==> src/hdl/assert_macros.svh <==
`ifndef ASSERT_MACROS_SVH
`define ASSERT_MACROS_SVH

// Clocked assertion, held off while rst_n is low.
`define ASSERT_SYNC(label, prop, msg) \
  label: assert property (@(posedge clk) disable iff (!rst_n) prop) \
    else $error(msg);

// Condition that must never be true.
`define ASSERT_NEVER(label, cond, msg) \
  `ASSERT_SYNC(label, !(cond), msg)

`endif

==> src/hdl/dlc_pkg.sv <==
package dlc_pkg;

  localparam int ITEM_DEPTH = 2;

  localparam logic [3:0] MSG_LAST_IDX = 4'd8;
  localparam logic [3:0] LAST_IDX     = 4'd11;

  localparam logic [7:0] POLY_LOW       = 8'h1D;
  localparam logic [7:0] GEN_C2         = 8'h0E;
  localparam logic [7:0] GEN_C1         = 8'h38;
  localparam logic [7:0] GEN_C0         = 8'h40;
  localparam logic [7:0] MASK_RESET     = 8'h96;
  localparam logic [7:0] OPCODE_PRIVATE = 8'h03;
  localparam logic [7:0] OPCODE_GROUP   = 8'h00;

  localparam logic [1:0] OBUF_CNT_FULL = 2'd2;

  typedef struct packed {
    logic [7:0]  opcode;
    logic [23:0] target_id;
    logic [23:0] source_id;
  } item_t;

  typedef struct packed {
    logic [7:0] lc_byte;
    logic [3:0] byte_index;
    logic       last;
  } obyte_t;

  // GF(2^8) multiply, field polynomial 0x11D
  function automatic logic [7:0] gf_mul(input logic [7:0] a, input logic [7:0] b);
    logic [7:0] acc;
    logic [7:0] x;
    acc = '0;
    x   = a;
    for (int k = 0; k < 8; k++) begin
      if (b[k]) begin
        acc = acc ^ x;
      end
      x = x[7] ? ({x[6:0], 1'b0} ^ POLY_LOW) : {x[6:0], 1'b0};
    end
    return acc;
  endfunction

endpackage

==> src/hdl/dlc_front.sv <==
`include "assert_macros.svh"

module dlc_front #(
  parameter int ItemDepth = dlc_pkg::ITEM_DEPTH
) (
  input  logic            clk,
  input  logic            rst_n,
  input  logic            in_push,
  input  logic [23:0]     in_source_id,
  input  logic [23:0]     in_target_id,
  input  logic            in_private_call,
  output logic            in_full,
  output logic            item_valid,
  output dlc_pkg::item_t  item,
  input  logic            item_take
);
  import dlc_pkg::*;

  localparam int PtrW = (ItemDepth > 1) ? $clog2(ItemDepth) : 1;
  localparam int CntW = $clog2(ItemDepth + 1);
  localparam logic [PtrW-1:0] PtrLast = PtrW'(ItemDepth - 1);
  localparam logic [CntW-1:0] CntFull = CntW'(ItemDepth);

  item_t           mem_r [ItemDepth];
  logic [PtrW-1:0] wr_ptr_r, wr_ptr_nxt;
  logic [PtrW-1:0] rd_ptr_r, rd_ptr_nxt;
  logic [CntW-1:0] cnt_r, cnt_nxt;
  logic            push_fire;
  logic            take_fire;
  item_t           new_item;

  assign in_full    = (cnt_r == CntFull);
  assign item_valid = (cnt_r != '0);
  assign item       = mem_r[rd_ptr_r];
  assign push_fire  = in_push && !in_full;
  assign take_fire  = item_take && item_valid;

  always_comb begin
    new_item.opcode    = in_private_call ? OPCODE_PRIVATE : OPCODE_GROUP;
    new_item.target_id = in_target_id;
    new_item.source_id = in_source_id;
  end

  always_comb begin
    wr_ptr_nxt = wr_ptr_r;
    rd_ptr_nxt = rd_ptr_r;
    cnt_nxt    = cnt_r;
    if (push_fire) begin
      wr_ptr_nxt = (wr_ptr_r == PtrLast) ? '0 : wr_ptr_r + 1'b1;
    end
    if (take_fire) begin
      rd_ptr_nxt = (rd_ptr_r == PtrLast) ? '0 : rd_ptr_r + 1'b1;
    end
    if (push_fire && !take_fire) begin
      cnt_nxt = cnt_r + 1'b1;
    end else if (take_fire && !push_fire) begin
      cnt_nxt = cnt_r - 1'b1;
    end
  end

  always_ff @(posedge clk) begin
    if (!rst_n) begin
      wr_ptr_r <= '0;
      rd_ptr_r <= '0;
      cnt_r    <= '0;
    end else begin
      wr_ptr_r <= wr_ptr_nxt;
      rd_ptr_r <= rd_ptr_nxt;
      cnt_r    <= cnt_nxt;
    end
  end

  always_ff @(posedge clk) begin
    if (push_fire) begin
      mem_r[wr_ptr_r] <= new_item;
    end
  end

  `ASSERT_NEVER(a_item_cnt_over, cnt_r > CntFull, "item queue count above depth")
  `ASSERT_SYNC(a_item_cnt_up,
    (push_fire && !take_fire) |=> (cnt_r == $past(cnt_r) + 1'b1),
    "item queue count did not rise on transfer in")
  `ASSERT_SYNC(a_take_valid, item_take |-> item_valid, "item taken from empty queue")

endmodule

==> src/hdl/dlc_back.sv <==
`include "assert_macros.svh"

module dlc_back (
  input  logic            clk,
  input  logic            rst_n,
  input  logic [7:0]      parity_mask,
  input  logic            item_valid,
  input  dlc_pkg::item_t  item,
  output logic            item_take,
  output logic            out_empty,
  input  logic            out_pop,
  output logic [7:0]      out_lc_byte,
  output logic [3:0]      out_byte_index,
  output logic            out_last
);
  import dlc_pkg::*;

  logic       busy_r, busy_nxt;
  logic [3:0] idx_r, idx_nxt;
  item_t      cur_r, cur_nxt;
  logic [7:0] r0_r, r0_nxt;
  logic [7:0] r1_r, r1_nxt;
  logic [7:0] r2_r, r2_nxt;

  obyte_t     obuf_r [2];
  logic       owr_r, owr_nxt;
  logic       ord_r, ord_nxt;
  logic [1:0] ocnt_r, ocnt_nxt;

  logic       ofull;
  logic       pop_fire;
  logic       adv;
  logic       at_last;
  logic       is_msg;
  logic       load;
  logic [7:0] msg_byte;
  logic [7:0] fb;
  logic [7:0] cur_byte;
  obyte_t     wr_entry;

  assign ofull    = (ocnt_r == OBUF_CNT_FULL);
  assign out_empty = (ocnt_r == 2'd0);
  assign pop_fire = out_pop && !out_empty;
  assign adv      = busy_r && !ofull;
  assign at_last  = (idx_r == LAST_IDX);
  assign is_msg   = (idx_r <= MSG_LAST_IDX);
  assign load     = item_valid && (!busy_r || (adv && at_last));
  assign item_take = load;

  always_comb begin
    case (idx_r)
      4'd0:    msg_byte = cur_r.opcode;
      4'd3:    msg_byte = cur_r.target_id[23:16];
      4'd4:    msg_byte = cur_r.target_id[15:8];
      4'd5:    msg_byte = cur_r.target_id[7:0];
      4'd6:    msg_byte = cur_r.source_id[23:16];
      4'd7:    msg_byte = cur_r.source_id[15:8];
      4'd8:    msg_byte = cur_r.source_id[7:0];
      default: msg_byte = 8'h00;
    endcase
  end

  assign fb       = msg_byte ^ r2_r;
  assign cur_byte = is_msg ? msg_byte : (r2_r ^ parity_mask);

  always_comb begin
    wr_entry.lc_byte    = cur_byte;
    wr_entry.byte_index = idx_r;
    wr_entry.last       = at_last;
  end

  always_comb begin
    busy_nxt = busy_r;
    idx_nxt  = idx_r;
    cur_nxt  = cur_r;
    r0_nxt   = r0_r;
    r1_nxt   = r1_r;
    r2_nxt   = r2_r;
    if (adv) begin
      idx_nxt = idx_r + 1'b1;
      if (is_msg) begin
        r2_nxt = r1_r ^ gf_mul(GEN_C2, fb);
        r1_nxt = r0_r ^ gf_mul(GEN_C1, fb);
        r0_nxt = gf_mul(GEN_C0, fb);
      end else begin
        r2_nxt = r1_r;
        r1_nxt = r0_r;
        r0_nxt = 8'h00;
      end
      if (at_last) begin
        busy_nxt = 1'b0;
      end
    end
    if (load) begin
      busy_nxt = 1'b1;
      idx_nxt  = 4'd0;
      cur_nxt  = item;
      r0_nxt   = 8'h00;
      r1_nxt   = 8'h00;
      r2_nxt   = 8'h00;
    end
  end

  always_comb begin
    owr_nxt  = adv ? ~owr_r : owr_r;
    ord_nxt  = pop_fire ? ~ord_r : ord_r;
    ocnt_nxt = ocnt_r;
    if (adv && !pop_fire) begin
      ocnt_nxt = ocnt_r + 1'b1;
    end else if (pop_fire && !adv) begin
      ocnt_nxt = ocnt_r - 1'b1;
    end
  end

  always_ff @(posedge clk) begin
    if (!rst_n) begin
      busy_r <= 1'b0;
      idx_r  <= 4'd0;
      owr_r  <= 1'b0;
      ord_r  <= 1'b0;
      ocnt_r <= 2'd0;
    end else begin
      busy_r <= busy_nxt;
      idx_r  <= idx_nxt;
      owr_r  <= owr_nxt;
      ord_r  <= ord_nxt;
      ocnt_r <= ocnt_nxt;
    end
  end

  always_ff @(posedge clk) begin
    cur_r <= cur_nxt;
    r0_r  <= r0_nxt;
    r1_r  <= r1_nxt;
    r2_r  <= r2_nxt;
    if (adv) begin
      obuf_r[owr_r] <= wr_entry;
    end
  end

  assign out_lc_byte    = obuf_r[ord_r].lc_byte;
  assign out_byte_index = obuf_r[ord_r].byte_index;
  assign out_last       = obuf_r[ord_r].last;

  `ASSERT_SYNC(a_idx_range, busy_r |-> (idx_r <= LAST_IDX), "byte index past end of word")
  `ASSERT_NEVER(a_obuf_over, ocnt_r > OBUF_CNT_FULL, "output buffer count above depth")
  `ASSERT_SYNC(a_drain_idle, (adv && at_last && !item_valid) |=> !busy_r, "sequencer busy after last byte with no item")

endmodule

==> src/hdl/dmr_voice_lc_rs129_encoder.sv <==
// DMR Full Link Control encoder with RS(12,9) parity.
// Input channel: present source/target IDs and private_call with in_push;
// a transfer happens on a clock edge with in_push high and in_full low.
// A small item queue (ItemDepth deep) sits in front of the byte sequencer.
// Result channel: while out_empty is low the oldest byte is on out_lc_byte,
// out_byte_index and out_last; out_pop high takes it. Twelve bytes per item,
// index 0 to 11, out_last on byte 11; bytes 9-11 are parity XOR cfg mask.
// Path to the first byte: item queue, sequencer registers, output buffer.
// Throughput: one byte per cycle unless the output buffer is full, set by the
// sequencer that emits one byte and runs one RS shift-register step a cycle.
// A 2-entry output buffer lets the sequencer run while the receiver stalls;
// on a stall the sequencer, then the item queue, fill and in_full rises.
// cfg_we writes cfg_wdata into the parity mask; write only while idle.
// Reset (rst_n low, synchronous) empties both queues and sets mask to 0x96.
module dmr_voice_lc_rs129_encoder #(
  parameter int ItemDepth = dlc_pkg::ITEM_DEPTH
) (
  input  logic        clk,
  input  logic        rst_n,
  input  logic        cfg_we,
  input  logic [7:0]  cfg_wdata,
  input  logic        in_push,
  input  logic [23:0] in_source_id,
  input  logic [23:0] in_target_id,
  input  logic        in_private_call,
  output logic        in_full,
  output logic        out_empty,
  input  logic        out_pop,
  output logic [7:0]  out_lc_byte,
  output logic [3:0]  out_byte_index,
  output logic        out_last
);
  import dlc_pkg::*;

  logic [7:0] mask_r, mask_nxt;
  logic       item_valid;
  item_t      item;
  logic       item_take;

  assign mask_nxt = cfg_we ? cfg_wdata : mask_r;

  always_ff @(posedge clk) begin
    if (!rst_n) begin
      mask_r <= MASK_RESET;
    end else begin
      mask_r <= mask_nxt;
    end
  end

  dlc_front #(
    .ItemDepth(ItemDepth)
  ) u_front (
    .clk             (clk),
    .rst_n           (rst_n),
    .in_push         (in_push),
    .in_source_id    (in_source_id),
    .in_target_id    (in_target_id),
    .in_private_call (in_private_call),
    .in_full         (in_full),
    .item_valid      (item_valid),
    .item            (item),
    .item_take       (item_take)
  );

  dlc_back u_back (
    .clk            (clk),
    .rst_n          (rst_n),
    .parity_mask    (mask_r),
    .item_valid     (item_valid),
    .item           (item),
    .item_take      (item_take),
    .out_empty      (out_empty),
    .out_pop        (out_pop),
    .out_lc_byte    (out_lc_byte),
    .out_byte_index (out_byte_index),
    .out_last       (out_last)
  );

endmodule
==> config.mk <==
export PLATFORM = sky130hd
export DESIGN_NAME = dmr_voice_lc_rs129_encoder
export DESIGN_NICKNAME = d
export VERILOG_FILES = /design/src/hdl/dlc_pkg.sv /design/src/hdl/dlc_front.sv /design/src/hdl/dlc_back.sv /design/src/hdl/dmr_voice_lc_rs129_encoder.sv
export VERILOG_INCLUDE_DIRS = /design/src /design/src/hdl
export SDC_FILE = /design/constraint.sdc
export NUM_CORES = 1
export LEC_CHECK = 0
export ABC_CLOCK_PERIOD_IN_PS = 3700
export BUFFER_PORTS_ARGS = -buffer_cell sky130_fd_sc_hd__buf_2
export CAP_MARGIN = 10
export CORE_AREA = 2 2 150 211
export DETAILED_ROUTE_END_ITERATION = 6
export DIE_AREA = 0 0 152 213
export PLACE_DENSITY = 0.47
export SYNTH_ARGS = -nofsm -noshare
export SYNTH_HDL_FRONTEND = slang
export SYNTH_SLANG_ARGS = --single-unit
==> constraint.sdc <==
create_clock -name clk -period 3.7 [get_ports clk]
set_clock_uncertainty 0.2 [all_clocks]
set_input_delay 0.185 -clock clk [delete_from_list [all_inputs] [get_ports clk]]
set_output_delay 0.185 -clock clk [all_outputs]
set_load 0.02 [all_outputs]
==> metrics.md <==
| Metric | Value |
|---|---|
| Status | `complete, no violations` |
| Final WS setup | `0.296 ns` |
| WL per Instance | `17.0 µm` |
| Slew Viols, Final | `0` |
| Die height | `213 µm` |
| P per Cell Area | `798 nW/µm²` |
| I/O pins | `77` |
| Fin nets | `825` |
| Sum Neg Setup Slack | `0 ns` |
| Total core area | `30500 µm²` |
| First-pass GRT wire length | `30800 µm` |
| RSZ-0062 raised after global routing | `false` |
| Final Routed Wirelength | `19700 µm` |
| Worst endpoint required time | `3.94 ns` |
| Initial Utilization | `29.5%` |
| Crit Path Category | `flop to flop` |
| Max cap viols | `0` |
| Slowest-stage cell, CP | `xnor3_2` |
| Primary FF master, synth | `edfxtp_1` |
| Final period util | `92.0%` |
| FFs w/ async S/R, synth | `0%` |
| WP data arrival | `3.64 ns` |
| Number of flops mapped to enable cells by yosys | `173` |
| Seq pwr share | `41.3%` |
| Initial DRC count | `282` |
| Seq/Total Area, Yosys | `67.8%` |
| I/O Buffers | `76` |
| Initial antenna violation count | `0` |
| Detailed Place HPWL | `13700 µm` |
| Sw power | `2.94 mW` |
| Clk network pwr share | `24.5%` |
| Final setup viols | `0` |
| Comb pwr share | `34.2%` |
| Syn-to-layout area delta | `26.7%` |
| # DRC | `0` |
| Critical Path Fanout Max | `8` |
| Syn Area/Cell | `15.3 µm²` |
| Hold Fails Final Rpt | `0` |
| Slew HR | `49.1%` |
| YS warnings | `0` |
| Hold Crit Class | `primary input to flop` |
| First-pass detailed-route iteration total | `4` |
| Critical-path cell list | `ha_1 -> a22oi_1 -> a311oi_1 -> a311oi_2 -> xnor2_2 -> xnor3_2 -> xnor2_1 -> or3_1 -> a31oi_1` |
| Worst Tran Pin Value | `0.764 ns` |
| Area of the mapped netlist | `9020 µm²` |
| Total gr overflow | `0` |
| Synth Net Count | `656` |
| ANT nets after route | `0` |
| Yosys reg bits | `219` |
| Synthesized instance count | `588` |
| Maximum clock path buffer count | `3` |
| CTS buffer count | `23` |
| Sinks on Clock Net | `219` |
| Die Width | `152 µm` |
| Via density | `4.50` |
| Leak Pwr | `4.07 nW` |
| Worst stage delay on the critical path | `0.48 ns` |
| Pre-CTS setup slack | `0.178 ns` |
| Type of origin of the critical path | `flop` |
| N_diodes | `0` |
| Post-CTS Setup Bufs | `0` |
| Worst-path clk slew | `0.06 ns` |
| Routability congestion estimate from global placement | `0.845` |
| P_int | `6.18 mW` |
| CTS Root Cell | `clkbuf_16` |
| Gr usage total | `12.2%` |
| Worst skew pair latency | `0.51 ns` |
| CTS tree | `yes` |
| Peak VDD IR | `348 µV` |
| Vias in the first global route | `5469` |
| Fmax | `294 MHz` |
| H-tree levels | `1` |
| Tmin final | `3.40 ns` |
| Commonest non-fill, non-tap cell in the layout | `edfxtp_1` |
| Post-synthesis cell type count | `59` |
| Die ar. | `32400 µm²` |
| Vias | `5229` |
| Sw Share | `32.2%` |
| Rows | `76` |
| Largest net degree at the start of global routing | `37` |
| Most frequent cells in the layout | `edfxtp_1, dlygate4sd3_1, buf_2` |
| CP Capture Type | `flop` |
| Share of cells above drive strength 1 | `27.8%` |
==> cells by family after synthesis <==
group / synth area share (%)
AO/OA/AOI/OAI: 7.51
XOR/XNOR: 7.31
adder cells (fa/ha/maj): 0.833
buffers and inverters: 1.86
flip-flops: 67.8
multiplexers: 8.96
AND/OR/NAND/NOR: 5.70
==> worst paths after layout <==
| check | slack, ns | end | startpoint | cells after the start |
|---|---|---|---|---|
| max reg2reg | 0.30 | u_back.r1_r[5] | u_back.idx_r[0] | 9 |
| min reg2reg | 0.26 | u_back.r0_r[5] | u_back.r0_r[5] | 2 |
| min | 0.20 | u_front.mem_r[0][11] | in_source_id[11] | 2 |
| max | 0.30 | u_back.r1_r[5] | u_back.idx_r[0] | 9 |
==> synthesized netlist by cell type (5+ instances only) <==
cell | instances | area [µm²]
a21oi_1 | 17 | 85.1
nand2b_1 | 5 | 31.3
nor2b_1 | 6 | 37.5
and2_1 | 8 | 50.1
a22oi_1 | 13 | 97.6
nand2_1 | 18 | 67.6
xor2_1 | 13 | 114
or3_1 | 12 | 75.1
nor2_1 | 27 | 101
clkbuf_1 | 18 | 67.6
a31oi_1 | 9 | 56.3
dfxtp_1 | 46 | 921
xnor2_1 | 31 | 272
ha_1 | 6 | 75.1
o21ai_0 | 30 | 150
mux2_2 | 62 | 698
edfxtp_1 | 173 | 5190
mux2i_1 | 11 | 110
inv_1 | 7 | 26.3
==> layer usage <==
metal | part of all wire [%] | track usage (%) | vias to the layer above
li1 | - | - | 2548
met1 | 42 | 14.6 | 2548
met2 | 53 | 22.6 | 107
met3 | 3.4 | 1.95 | 26
met4 | 1.8 | 3.32 | 0
met5 | 0 | 0 | -
==> per-stage QoR <==
stage | std cells | hold WS [ns] | util [%] | area [µm²] | power, mW
floorplan | 588 | 0.0839 | - | 9020 | 5.95
global placement | 1046 | 0.172 | 32.5 | 9930 | 6.86
detailed placement | 1046 | 0.176 | 32.5 | 9930 | 6.91
CTS | 1163 | 0.168 | 37.4 | 11400 | 9.27
global route | 1163 | 0.182 | 37.4 | 11400 | 9.68
finish | 1163 | 0.195 | 37.4 | 11400 | 9.12
==> state kept, by name, indices dropped and copies added (netlist names), named ones only <==
name / flops
u_back.ord_r: 1
u_back.r0_r: 8
u_back.cur_r: 49
u_back.owr_r: 1
u_back.busy_r: 1
u_back.r1_r: 8
u_back.ocnt_r: 2
mask_r: 8
u_back.r2_r: 8
u_front.wr_ptr_r: 1
u_back.idx_r: 4
u_front.cnt_r: 2
u_front.mem_r: 98
u_back.obuf_r: 26
u_front.rd_ptr_r: 1
==> area by class of cell <==
type | count | area [µm²]
Inverter | 8 | 30.0
Clock buffer | 26 | 587
Fill cell | 2864 | 19100
Tap cell | 390 | 488
Clock inverter | 15 | 141
Sequential cell | 219 | 6120
Multi-Input combinational cell | 333 | 2750
Timing Repair Buffer | 172 | 1320
==> what timing repair did <==
| action | 4_1_cts | 5_1_grt |
|---|---|---|
| resized for setup | 0 | 2 |
| setup endpoints to repair | 0 | 7 |
| hold buffers | 76 | 0 |
| endpoints found under the hold margin | 120 | 0 |
==> power by group through the flow <==
stage	Combinational [mW]	Sequential (mW)	Clock, mW
CTS	3.17	3.79	2.31
global route	3.44	3.83	2.41
floorplan	2.31	3.64	0
global placement	3.04	3.83	0
finish	3.12	3.77	2.23
detailed placement	3.08	3.84	0
==> worst max-delay path, delay by kind of cell (launching register included) <==
family	cells	cell delay [ns]
AO/OA/AOI/OAI	4	0.85
XOR/XNOR	3	1.10
adder cells (fa/ha/maj)	1	0.41
flip-flops	1	0.45
AND/OR/NAND/NOR	1	0.30
(Power assumes the default switching activity.)
